### config.mk
export PLATFORM = sky130hd
export DESIGN_NAME = binary_response_deframer
export DESIGN_NICKNAME = d
export VERILOG_FILES = /design/src/hw/rtl/brd_pkg.sv /design/src/hw/rtl/brd_in_stage.sv /design/src/hw/rtl/brd_parse.sv /design/src/hw/rtl/brd_out_stage.sv /design/src/hw/rtl/binary_response_deframer.sv
export SDC_FILE = /design/constraint.sdc
export NUM_CORES = 1
export LEC_CHECK = 0
export ABC_AREA = 1
export BUFFER_PORTS_ARGS = -buffer_cell sky130_fd_sc_hd__buf_2
export CORE_AREA = 2 2 182 273
export DETAILED_ROUTE_END_ITERATION = 10
export DIE_AREA = 0 0 184 275
export HOLD_SLACK_MARGIN = 0.06
export PLACE_DENSITY = 0.35
export REMOVE_ABC_BUFFERS = 1
export SLEW_MARGIN = 20
export SYNTH_ARGS = -nofsm -noshare
export SYNTH_HDL_FRONTEND = slang
export SYNTH_SLANG_ARGS = --single-unit
### constraint.sdc
create_clock -name clk_i -period 14.8 [get_ports clk_i]
set_clock_uncertainty 0.15 [all_clocks]
set_input_delay 0.74 -clock clk_i [delete_from_list [all_inputs] [get_ports clk_i]]
set_output_delay 0.74 -clock clk_i [all_outputs]
set_load 0.01 [all_outputs]
### src/hw/rtl/brd_pkg.sv
`default_nettype none

package brd_pkg;

  localparam int unsigned ByteW = 8;
  localparam int unsigned WordW = 32;
  localparam int unsigned PosW  = 8;
  localparam int unsigned HwW   = 4;

  localparam logic [PosW-1:0] PosMax = 8'hff;
  localparam logic [3:0] LowNibble    = 4'hf;
  localparam logic [3:0] TypeAudio    = 4'hb;
  localparam logic [3:0] TypeError    = 4'hf;
  localparam logic [3:0] TypeFrontend = 4'hc;

  typedef enum logic [2:0] {
    StAudio    = 3'd0,
    StError    = 3'd1,
    StFrontend = 3'd2,
    StUnknown  = 3'd3,
    StTrunc    = 3'd4
  } status_e;

  // one input item
  typedef struct packed {
    logic [ByteW-1:0] data_byte;
    logic             last_byte;
  } item_t;

  // one result item
  typedef struct packed {
    logic             audio_valid;
    logic [ByteW-1:0] audio_byte;
    logic             summary_valid;
    logic [3:0]       msg_type;
    logic [3:0]       type_flags;
    logic [3:0]       serialization;
    logic [3:0]       compression;
    logic [WordW-1:0] sequence_res;
    logic [WordW-1:0] size_word;
    logic [WordW-1:0] error_code;
    logic             stream_done;
    status_e          status;
  } res_t;

endpackage

`default_nettype wire

### src/hw/rtl/brd_in_stage.sv
`default_nettype none

module brd_in_stage (
  input  wire logic          clk_i,
  input  wire logic          rst_ni,
  input  wire logic          in_valid_i,
  output logic               in_ready_o,
  input  wire brd_pkg::item_t in_item_i,
  input  wire logic          advance_i,
  output logic               valid_o,
  output brd_pkg::item_t     item_o
);
  import brd_pkg::*;

  logic  valid_q, valid_d;
  item_t item_q;

  assign in_ready_o = !valid_q || advance_i;

  always_comb begin
    valid_d = valid_q;
    if (in_valid_i && in_ready_o) begin
      valid_d = 1'b1;
    end else if (advance_i) begin
      valid_d = 1'b0;
    end
  end

  always_ff @(posedge clk_i or negedge rst_ni) begin
    if (!rst_ni) begin
      valid_q <= 1'b0;
    end else begin
      valid_q <= valid_d;
    end
  end

  always_ff @(posedge clk_i) begin
    if (in_valid_i && in_ready_o) begin
      item_q <= in_item_i;
    end
  end

  assign valid_o = valid_q;
  assign item_o  = item_q;

endmodule

`default_nettype wire

### src/hw/rtl/brd_parse.sv
`default_nettype none

module brd_parse (
  input  wire logic           clk_i,
  input  wire logic           rst_ni,
  input  wire brd_pkg::item_t item_i,
  input  wire logic           fire_i,
  output logic                produce_o,
  output brd_pkg::res_t       res_o
);
  import brd_pkg::*;

  logic [PosW-1:0]  pos_q, pos_d;
  logic [HwW-1:0]   hw_q, hw_d;
  logic [3:0]       type_q, type_d;
  logic [3:0]       flags_q, flags_d;
  logic [ByteW-1:0] sc_q, sc_d;
  logic [WordW-1:0] first_q, first_d;
  logic [WordW-1:0] second_q, second_d;

  logic [ByteW-1:0] b;
  logic [5:0]       start;
  logic [PosW-1:0]  q;
  logic             in_payload;
  logic             audio_words;
  logic             words;
  logic             audio_v;
  logic [8:0]       count;
  logic [6:0]       need;

  assign b = item_i.data_byte;

  always_comb begin
    hw_d     = hw_q;
    type_d   = type_q;
    flags_d  = flags_q;
    sc_d     = sc_q;
    first_d  = first_q;
    second_d = second_q;
    audio_v  = 1'b0;

    if (pos_q == '0) begin
      // header size zero counts as one word
      hw_d     = (b[3:0] == 4'd0) ? 4'd1 : (b[3:0] & LowNibble);
      type_d   = '0;
      flags_d  = '0;
      sc_d     = '0;
      first_d  = '0;
      second_d = '0;
    end else if (pos_q == 8'd1) begin
      type_d  = b[7:4];
      flags_d = b[3:0] & LowNibble;
    end else if (pos_q == 8'd2) begin
      sc_d = b;
    end

    start       = {hw_d, 2'b00};
    in_payload  = (pos_q >= 8'd2) && (pos_q >= {2'b00, start});
    q           = pos_q - {2'b00, start};
    audio_words = (type_d == TypeAudio) && (flags_d != 4'd0);
    words       = audio_words || (type_d == TypeError) || (type_d == TypeFrontend);

    if (in_payload) begin
      if (words && (q < 8'd4)) begin
        first_d = {first_d[WordW-ByteW-1:0], b};
      end else if (words && (q < 8'd8) && (type_d != TypeFrontend)) begin
        second_d = {second_d[WordW-ByteW-1:0], b};
      end else if (audio_words && (q >= 8'd8)) begin
        audio_v = 1'b1;
      end
    end

    // bytes the type needs before the summary can be trusted
    if (audio_words || (type_d == TypeError)) begin
      need = {1'b0, start} + 7'd8;
    end else if (type_d == TypeFrontend) begin
      need = {1'b0, start} + 7'd4;
    end else begin
      need = {1'b0, start};
    end
    count = {1'b0, pos_q} + 9'd1;

    res_o               = '0;
    res_o.status        = StAudio;
    res_o.audio_valid   = audio_v;
    res_o.audio_byte    = audio_v ? b : '0;
    if (item_i.last_byte) begin
      res_o.summary_valid = 1'b1;
      res_o.msg_type      = type_d;
      res_o.type_flags    = flags_d;
      res_o.serialization = sc_d[7:4];
      res_o.compression   = sc_d[3:0];
      if (count < {2'b00, need}) begin
        res_o.status = StTrunc;
      end else if (type_d == TypeAudio) begin
        res_o.status = StAudio;
        if (flags_d != 4'd0) begin
          res_o.sequence_res = first_d;
          res_o.size_word    = second_d;
          res_o.stream_done  = first_d[WordW-1];
        end
      end else if (type_d == TypeError) begin
        res_o.status      = StError;
        res_o.error_code  = first_d;
        res_o.size_word   = second_d;
        res_o.stream_done = 1'b1;
      end else if (type_d == TypeFrontend) begin
        res_o.status    = StFrontend;
        res_o.size_word = first_d;
      end else begin
        res_o.status      = StUnknown;
        res_o.stream_done = 1'b1;
      end
    end

    // restart on the last byte, hold at the top on long messages
    if (item_i.last_byte) begin
      pos_d = '0;
    end else if (pos_q != PosMax) begin
      pos_d = pos_q + 8'd1;
    end else begin
      pos_d = pos_q;
    end
  end

  assign produce_o = audio_v || item_i.last_byte;

  always_ff @(posedge clk_i or negedge rst_ni) begin
    if (!rst_ni) begin
      pos_q    <= '0;
      hw_q     <= '0;
      type_q   <= '0;
      flags_q  <= '0;
      sc_q     <= '0;
      first_q  <= '0;
      second_q <= '0;
    end else if (fire_i) begin
      pos_q    <= pos_d;
      hw_q     <= hw_d;
      type_q   <= type_d;
      flags_q  <= flags_d;
      sc_q     <= sc_d;
      first_q  <= first_d;
      second_q <= second_d;
    end
  end

endmodule

`default_nettype wire

### src/hw/rtl/brd_out_stage.sv
`default_nettype none

module brd_out_stage (
  input  wire logic          clk_i,
  input  wire logic          rst_ni,
  input  wire logic          load_i,
  input  wire brd_pkg::res_t res_i,
  input  wire logic          out_ready_i,
  output logic               out_valid_o,
  output brd_pkg::res_t      res_o
);
  import brd_pkg::*;

  logic valid_q, valid_d;
  res_t res_q;

  always_comb begin
    valid_d = valid_q;
    if (load_i) begin
      valid_d = 1'b1;
    end else if (out_ready_i) begin
      valid_d = 1'b0;
    end
  end

  always_ff @(posedge clk_i or negedge rst_ni) begin
    if (!rst_ni) begin
      valid_q <= 1'b0;
    end else begin
      valid_q <= valid_d;
    end
  end

  always_ff @(posedge clk_i) begin
    if (load_i) begin
      res_q <= res_i;
    end
  end

  assign out_valid_o = valid_q;
  assign res_o       = res_q;

endmodule

`default_nettype wire

### src/hw/rtl/binary_response_deframer.sv
`default_nettype none

// Channel   Dir  Handshake                    Payload
// s_axis    in   s_axis_tvalid/s_axis_tready  tdata: data_byte; tlast: last_byte
// m_axis    out  m_axis_tvalid/m_axis_tready  tdata: result fields; tuser: valid flags
//
// One item per cycle sustained unless a result meets a stalled output; a byte
// passes the input register, then parse logic into the result register.
// A byte gives a result only when it is forwarded audio or the last byte.
// Reset clears the byte position and captured header fields.
// A stalled result holds the parse stage only when that stage has a result to
// hand over; bytes with no result keep flowing.

module binary_response_deframer (
  input  wire logic          clk_i,
  input  wire logic          rst_ni,
  input  wire logic          s_axis_tvalid,
  output logic               s_axis_tready,
  input  wire logic [7:0]    s_axis_tdata,   // [7:0] data_byte
  input  wire logic          s_axis_tlast,   // last_byte
  output logic               m_axis_tvalid,
  input  wire logic          m_axis_tready,
  // [7:0] audio_byte, [11:8] msg_type, [15:12] type_flags, [19:16] serialization,
  // [23:20] compression, [55:24] sequence_res, [87:56] size_word,
  // [119:88] error_code, [120] stream_done, [123:121] status, [127:124] zero
  output logic [127:0]       m_axis_tdata,
  output logic [1:0]         m_axis_tuser    // [0] audio_valid, [1] summary_valid
);
  import brd_pkg::*;

  item_t in_item;
  item_t stage_item;
  logic  stage_valid;
  logic  produce;
  logic  advance;
  res_t  step_res;
  res_t  out_res;

  assign in_item.data_byte = s_axis_tdata;
  assign in_item.last_byte = s_axis_tlast;

  brd_in_stage u_in (
    .clk_i      (clk_i),
    .rst_ni     (rst_ni),
    .in_valid_i (s_axis_tvalid),
    .in_ready_o (s_axis_tready),
    .in_item_i  (in_item),
    .advance_i  (advance),
    .valid_o    (stage_valid),
    .item_o     (stage_item)
  );

  brd_parse u_parse (
    .clk_i     (clk_i),
    .rst_ni    (rst_ni),
    .item_i    (stage_item),
    .fire_i    (advance),
    .produce_o (produce),
    .res_o     (step_res)
  );

  // move on unless a result would land on a full, stalled output register
  assign advance = stage_valid && (!produce || !m_axis_tvalid || m_axis_tready);

  brd_out_stage u_out (
    .clk_i       (clk_i),
    .rst_ni      (rst_ni),
    .load_i      (advance && produce),
    .res_i       (step_res),
    .out_ready_i (m_axis_tready),
    .out_valid_o (m_axis_tvalid),
    .res_o       (out_res)
  );

  assign m_axis_tuser = {out_res.summary_valid, out_res.audio_valid};
  assign m_axis_tdata = {4'b0000, out_res.status, out_res.stream_done,
                         out_res.error_code, out_res.size_word, out_res.sequence_res,
                         out_res.compression, out_res.serialization,
                         out_res.type_flags, out_res.msg_type, out_res.audio_byte};

  a_result_kind: assert property (@(posedge clk_i) disable iff (!rst_ni)
    m_axis_tvalid |-> (m_axis_tuser != 2'b00))
    else $error("result item with neither audio nor summary");

  a_trunc_clean: assert property (@(posedge clk_i) disable iff (!rst_ni)
    (m_axis_tvalid && out_res.summary_valid && out_res.status == StTrunc) |->
      (!out_res.stream_done && out_res.sequence_res == '0 &&
       out_res.size_word == '0 && out_res.error_code == '0))
    else $error("truncated summary carries words or done");

  a_no_summary_zero: assert property (@(posedge clk_i) disable iff (!rst_ni)
    (m_axis_tvalid && !out_res.summary_valid) |-> (m_axis_tdata[127:8] == '0))
    else $error("summary fields set on an audio-only item");

  a_stall_hold: assert property (@(posedge clk_i) disable iff (!rst_ni)
    (stage_valid && produce && m_axis_tvalid && !m_axis_tready) |=> stage_valid)
    else $error("parse stage dropped an item while output stalled");

endmodule

`default_nettype wire

Word-level counts from Yosys, hierarchy flattened. Index checks and enable logic that the tools add are counted.

Register bits: 229. Input bits: 13. Output and inout port bits: 132. Logic and storage cells: 120.

Add/subtract/negate cells: 5. Order comparisons: 6. Equality and inequality tests: 7. Multiplexer cells: 43. Bitwise gates (word level): 4. Reduce and logical (&&, ||, !) cells: 30.

Operators with widths (number): 32-bit 2-to-1 mux (13); 117-bit 2-to-1 mux (1); 97-bit 2-to-1 mux (1); 64-bit 2-to-1 mux (1); 8-bit 2-to-1 mux (5); 4-bit 2-to-1 mux (8); 7-bit 2-to-1 mux (2); 4-bit equality test, second input constant (3); 4-bit OR reduction (3); 1-bit 2-to-1 mux (11); 8-bit by 1-bit adder with 9-bit output, second input constant (1); 1-bit logical AND (9); 9-bit by 7-bit less-than comparator with 1-bit output (1); 8-bit by 1-bit adder with 8-bit output, second input constant (1); 8-bit by 1-bit equality test with 1-bit output, second input constant (1); 8-bit by 2-bit equality test with 1-bit output, second input constant (1); 8-bit by 2-bit greater-or-equal comparator with 1-bit output, second input constant (1); 8-bit by 4-bit greater-or-equal comparator with 1-bit output, second input constant (1); 8-bit by 6-bit greater-or-equal comparator with 1-bit output (1); 8-bit zero test (1); 8-bit by 3-bit less-than comparator with 1-bit output, second input constant (1); 8-bit by 4-bit less-than comparator with 1-bit output, second input constant (1); 8-bit inequality test, second input constant (1); 8-bit by 6-bit subtractor with 8-bit output (1); other kinds (13) (25).

Longest topological paths before layout.
Depth in word-level cells: 20. Gate-level depth with buffers: 29. Gate-level depth less buffers: 26.

By module. A second synthesis with hierarchy kept.

Cell total of the unflattened synthesis: 1392. Area total of the unflattened synthesis: 11656.2 um^2.

Modules (own cells, without submodules): brd_parse (times used 1, cells each 1235, area an instance 7449.6 um^2, seq. area each 2302.2 um^2); brd_out_stage (times used 1, cells each 131, area an instance 3823.7 um^2, seq. area each 3808.7 um^2); brd_in_stage (times used 1, cells each 15, area an instance 315.3 um^2, seq. area each 295.3 um^2); binary_response_deframer (times used 1, cells each 11, area an instance 67.6 um^2, seq. area each 0.0 um^2).

Worst setup path after synthesis. No wires, ideal clock.

Path kind: register to register. Start point: register u_parse.pos_q[1]. End point: register u_out.res_q, in the netlist u_out.res_o[0], enable pin. Library setup time: 479 ps. Arrival: 5680 ps. Data required time: 14171 ps. Path slack: 8491 ps. Stages on the path, launching flop included: 23. Clock period less this slack: 6309 ps. Path through: dfrtp_1 -> inv_1 -> ha_1 -> nand2_1 -> nor2_4 -> buf_2 -> buf_1 -> nand2_1 -> o21ai_0 -> inv_1 -> ha_1 -> a21oi_1 -> nand2_1 -> nand2_1 -> nand3_1 -> nor2_2 -> nand2_2 -> nand3_4 -> nand2_2 -> a21boi_2 -> buf_4 -> nand2_1 -> inv_1.

Word-level cells in the longest chain between the ends: 18. Elaborated cells on any way between the ends: 36. Those cells by class: add/sub: 1; order compare: 5; eq/ne: 5; mux: 9; reduce/logical: 16.

Ends and longest elaborated chain: start, declared (RTL line brd_parse.sv:13) `logic [PosW-1:0] pos_q, pos_d;`; start signal, assigned (RTL line brd_parse.sv:138) `pos_q <= pos_d;`; parallel branches: the longest is 11 deep, another holds 8-bit by 6-bit subtractor with 8-bit output; 1-bit 2-to-1 mux * (RTL line brd_parse.sv:63) `if (in_payload) begin`; 1-bit logical OR * (RTL line brd_parse.sv:126) `assign produce_o = audio_v || item_i.last_byte;`; 1-bit zero test (RTL line binary_response_deframer.sv:63) `assign advance = stage_valid && (!produce || !m_axis_tvalid || m_axis_tready);`; 1-bit logical OR (2 in series) (RTL line binary_response_deframer.sv:63); 1-bit logical AND (RTL line binary_response_deframer.sv:63); 1-bit logical AND * (RTL line binary_response_deframer.sv:68) `.load_i (advance && produce),`; net u_out.load_i (RTL line brd_out_stage.sv:6) `input wire logic load_i,`; end signal, assigned (RTL line brd_out_stage.sv:36) `res_q <= res_i;`; end, declared (RTL line brd_out_stage.sv:15) `res_t res_q;`.

Mark *: on every way through the listed nets, which the timed path passes. A chain may end at the register's enable or synchronous reset.

Final worst setup path.
Start point: register u_parse.pos_q[0]. End point: register u_out.res_q, in the netlist u_out.res_o[31], enable pin.

Elaborated cells on any way between the ends: 36. Those cells by class: add/sub: 1; order compare: 5; eq/ne: 5; mux: 9; reduce/logical: 16.

RTL lines: 8-bit zero test * (RTL line brd_parse.sv:42) `if (pos_q == '0) begin`; 4-bit 2-to-1 mux * (RTL line brd_parse.sv:42); net u_parse.hw_d[0] (RTL line brd_parse.sv:14) `logic [HwW-1:0] hw_q, hw_d;`; 8-bit by 6-bit subtractor with 8-bit output (RTL line brd_parse.sv:59) `q = pos_q - {2'b00, start};`; 8-bit by 4-bit greater-or-equal comparator with 1-bit output or 8-bit by 4-bit less-than comparator with 1-bit output (tied branches) (RTL line brd_parse.sv:68, brd_parse.sv:66); 1-bit logical AND, on equally long branches (RTL line brd_parse.sv:68, brd_parse.sv:66); 1-bit 2-to-1 mux or 1-bit logical AND (tied branches) (RTL line brd_parse.sv:68, brd_parse.sv:66); 1-bit 2-to-1 mux (RTL line brd_parse.sv:66) `end else if (words && (q < 8'd8) && (type_d != TypeFrontend)) begin`; 1-bit 2-to-1 mux (RTL line brd_parse.sv:64) `if (words && (q < 8'd4)) begin`; 1-bit 2-to-1 mux * (RTL line brd_parse.sv:63); 1-bit logical OR * (RTL line brd_parse.sv:126); 1-bit zero test (RTL line binary_response_deframer.sv:63); 1-bit logical OR (2 in series) (RTL line binary_response_deframer.sv:63); 1-bit logical AND (RTL line binary_response_deframer.sv:63); 1-bit logical AND * (RTL line binary_response_deframer.sv:68); net u_out.load_i (RTL line brd_out_stage.sv:6).

The timed path passes the listed nets; every way through them passes the cells marked *.

==> impl_results.md <==
- Final setup violation count: 0
- CTS Buffer Depth: 3
- Part of the power in registers: 42.5%
- Final HPWL DP: 24400 microns
- Setup TNS: 0 ps
- # clock sinks: 229
- Final hold vios: 0
- Die W: 184 microns
- Mapped Avg Cell Area: 8.56 sq um
- Die Span Y: 275 microns
- Leading area contributor after synthesis: edfxtp_1
- Post-synth EDFFs: 135
- Layout area overhead: 18.1%
- Slowest-stage cell, CP: buf_4
- Vias post-DR: 9147
- Min-delay worst type: in -> async
- Final Slew Violations: 0
- RSZ-0062 raised after global routing: no
- Routed wire length: 37000 microns
- CP endpoint: u_out.res_o[31]
- Post-layout utilization of the core: 27.9%
- Wire per inst: 17.9 microns
- Count leader, synth: nand2_1
- Critical path startpoint: u_parse.pos_q[0]
- Worst R2R Path Depth: 24
- I/O Pins: 145
- Seq/Total Area, Yosys: 56.1%
- Req. time, crit path: 14810 ps
- Gate Count Post-Synth: 1334
- Static Leak: 0.00615 uW
- Share of post-route cells with drive strength above 1: 16.2%
- CP arrival: 6520 ps
- NetSw: 549 uW
- Pin count of the biggest net entering global routing: 90
- Clock Pin Slew Worst Setup and Hold Paths: 60 ps
- Post-Syn Area: 0.0114 sq mm
- Cells taking the most area after synthesis: edfxtp_1 36%, dfrtp_1 21%, nand2_1 16%
- Post-route DRC: 0
- FMAX: 0.154 GHz
- Primary FF master, synth: edfxtp_1
- First-pass DRT Iterations: 8
- Initial Util: 23.6%
- Reg-to-reg startpoint: u_parse.pos_q[0]
- Clk pwr share: 38.4%
- Startpoint types: register
- Final min period: 6510 ps
- Die area: 0.0506 sq mm
- Vias in the first global route: 9152
- Final layout net count: 1471
- DRT iter0 DRCs: 588
- Core area: 0.0483 sq mm
- Yosys cell types: 38
- Sw frac: 31.2%
- Peak VDD IR: 0.0763 mV
- Post-CTS setup buffers: 0
- Vias per std cell: 4.42
- Antenna cell count: 0
- Fraction of registers with async set/reset: 41.0%
- Combinational group share of total power: 19.1%
- Slew @ Worst Pin: 985 ps
- Max incr delay on CP: 750 ps
- CP most frequent cell: inv_1
- Relative slew slack: 34.1%
- Internal: 1210 uW
- GRT overflow: 0
- Power Dens Cells: 130 mW/mm^2
- Skew-Pair Late Insertion Delay: 550 ps
- CTS tree: done
- Root buf cell: clkbuf_16
- Crit-path cells: inv_1 -> ha_1 -> inv_1 -> nor2_1 -> nand2_4 -> nor3_1 -> or2_2 -> inv_1 -> ha_1 -> inv_1 -> ha_1 -> inv_1 -> nand2_1 -> nand2_1 -> nand4_1 -> nand2_1 -> inv_2 -> nand3_4 -> nand2_2 -> a21boi_4 -> buf_4 -> nand2_1 -> inv_6 -> buf_4
- Critical path class: reg -> reg
- GPL Wtd Cong: 0.801
- Most frequent cells after synthesis: 483 x nand2_1, 145 x nand3_1, 135 x edfxtp_1, 134 x nor2_1, 94 x dfrtp_1
- GRT Total Usage: 14.7%
- Synth top area share: 35.5%
- Status: complete, no violations
- First-pass GRT wire length: 56100 microns
- Worst r2r dst: u_out.res_o[31]
- Initial antenna violation count: 0
- Max-cap viol count: 0
- CP Capture Type: register
- H-tree depth reported by CTS: 1
- Antenna Violating Nets Remaining: 0
- Post-cts resize count: 0
- CTS Buf Count: 26
- Final worst path period share: 44.0%
- Input/output buffers: 140
- Row Count: 99
- R2r setup slk: 8290 ps
- Crit-path max FO: 66
- YS warnings: 0
- CTS hold repair buffers: 0
- Seq cells post-synth: 229
-- worst min-delay path by stage --
| stage | start | to | slack (ps) | depth (start not counted) |
|---|---|---|---|---|
| after floorplan | rst_ni | u_in.valid_o | 290 | 0 |
| after global placement | u_parse.second_q[0] | u_parse.second_q[0] | 300 | 2 |
| after detailed placement | u_parse.second_q[12] | u_parse.second_q[12] | 310 | 2 |
| after CTS | rst_ni | u_parse.sc_q[3] | 130 | 1 |
| after global routing | rst_ni | u_parse.sc_q[3] | 160 | 1 |
| final | rst_ni | u_parse.sc_q[3] | 130 | 1 |
-- layer usage --
layer  global-route usage [%]  routed length [microns]  up-vias
met1                     17.5                    15200     4350
li1                         -                        -     4567
met3                     1.77                     1290       47
met5                        0                        0        -
met2                     27.1                    19400      183
met4                     5.12                     1050        0
-- critical path: cells and delay by family (launching register included) --
kind                       cells  cell delay (ps)
adders and majority gates      3              600
buffers and inverters          9             2400
DFF                            1              430
AOI/OAI and AO/OA              1              140
and+or+nand+nor               11             2100
-- final cells by class --
class | count | area [sq um]
multi-input cells | 953 | 4330
flip-flops and latches | 229 | 6410
repair buffers | 150 | 778
inverters | 85 | 329
clock inverters | 18 | 188
clock buffers | 30 | 687
fillers | 5248 | 34800
well taps | 606 | 758
-- logic make-up (layout without fill, tap and decap cells) --
group	after synthesis	count (layout)	synth area share [%]
simple gates	825	825	31.0
flops	229	229	56.1
buf+inv	155	283	6.14
compound gates	104	104	4.78
fa+ha+maj	13	13	1.43
xor+xnor	7	7	0.537
other cells	1	4	0.0329
-- power groups by stage --
stage,Sequential (uW),Clock [uW],Combinational [uW]
6_report,747,675,336
5_1_grt,752,724,378
4_1_cts,748,699,344
3_5_place_dp,760,0,343
3_3_place_gp,761,0,343
2_1_floorplan,765,0,204
-- metrics by stage --
| step | instance area (sq um) | hold WS, ps | setup WS (ps) | power, uW | std cells |
|---|---|---|---|---|---|
| after floorplan | 11000 | 292 | 7490 | 969 | 1267 |
| after global placement | 12600 | 305 | 8350 | 1100 | 2023 |
| after detailed placement | 12600 | 308 | 8240 | 1100 | 2023 |
| after CTS | 13500 | 134 | 8220 | 1790 | 2071 |
| after global routing | 13500 | 164 | 7760 | 1850 | 2071 |
| final | 13500 | 125 | 8290 | 1760 | 2071 |
-- registers in the layout, indices dropped and copies added (netlist names), 4 cells and up --
name and count:
u_in.item_o 9, u_out.res_o 126, u_parse.first_q 32, u_parse.flags_q 4, u_parse.hw_q 4, u_parse.pos_q 8
u_parse.sc_q 8, u_parse.second_q 32, u_parse.type_q 4
-- layout by cell type (no fill, tap or decap), types with 8 or more instances in the layout --
| cell | Yosys | routed |
|---|---|---|
| nor2_4 | 8 | 8 |
| nor2_1 | 134 | 133 |
| buf_4 | 8 | 11 |
| o21ai_0 | 34 | 34 |
| nand2_2 | 12 | 11 |
| clkinv_1 | 0 | 8 |
| nand4_1 | 9 | 9 |
| edfxtp_1 | 135 | 135 |
| clkbuf_16 | 0 | 27 |
| ha_1 | 13 | 13 |
| a21oi_1 | 12 | 12 |
| nand3_1 | 145 | 145 |
| o21ai_1 | 50 | 50 |
| and2_1 | 14 | 14 |
| inv_1 | 73 | 72 |
| nand2_1 | 483 | 483 |
| dfrtp_1 | 94 | 94 |
| buf_2 | 27 | 139 |
| inv_2 | 11 | 10 |
No activity file was read; power rests on OpenSTA's default activity.
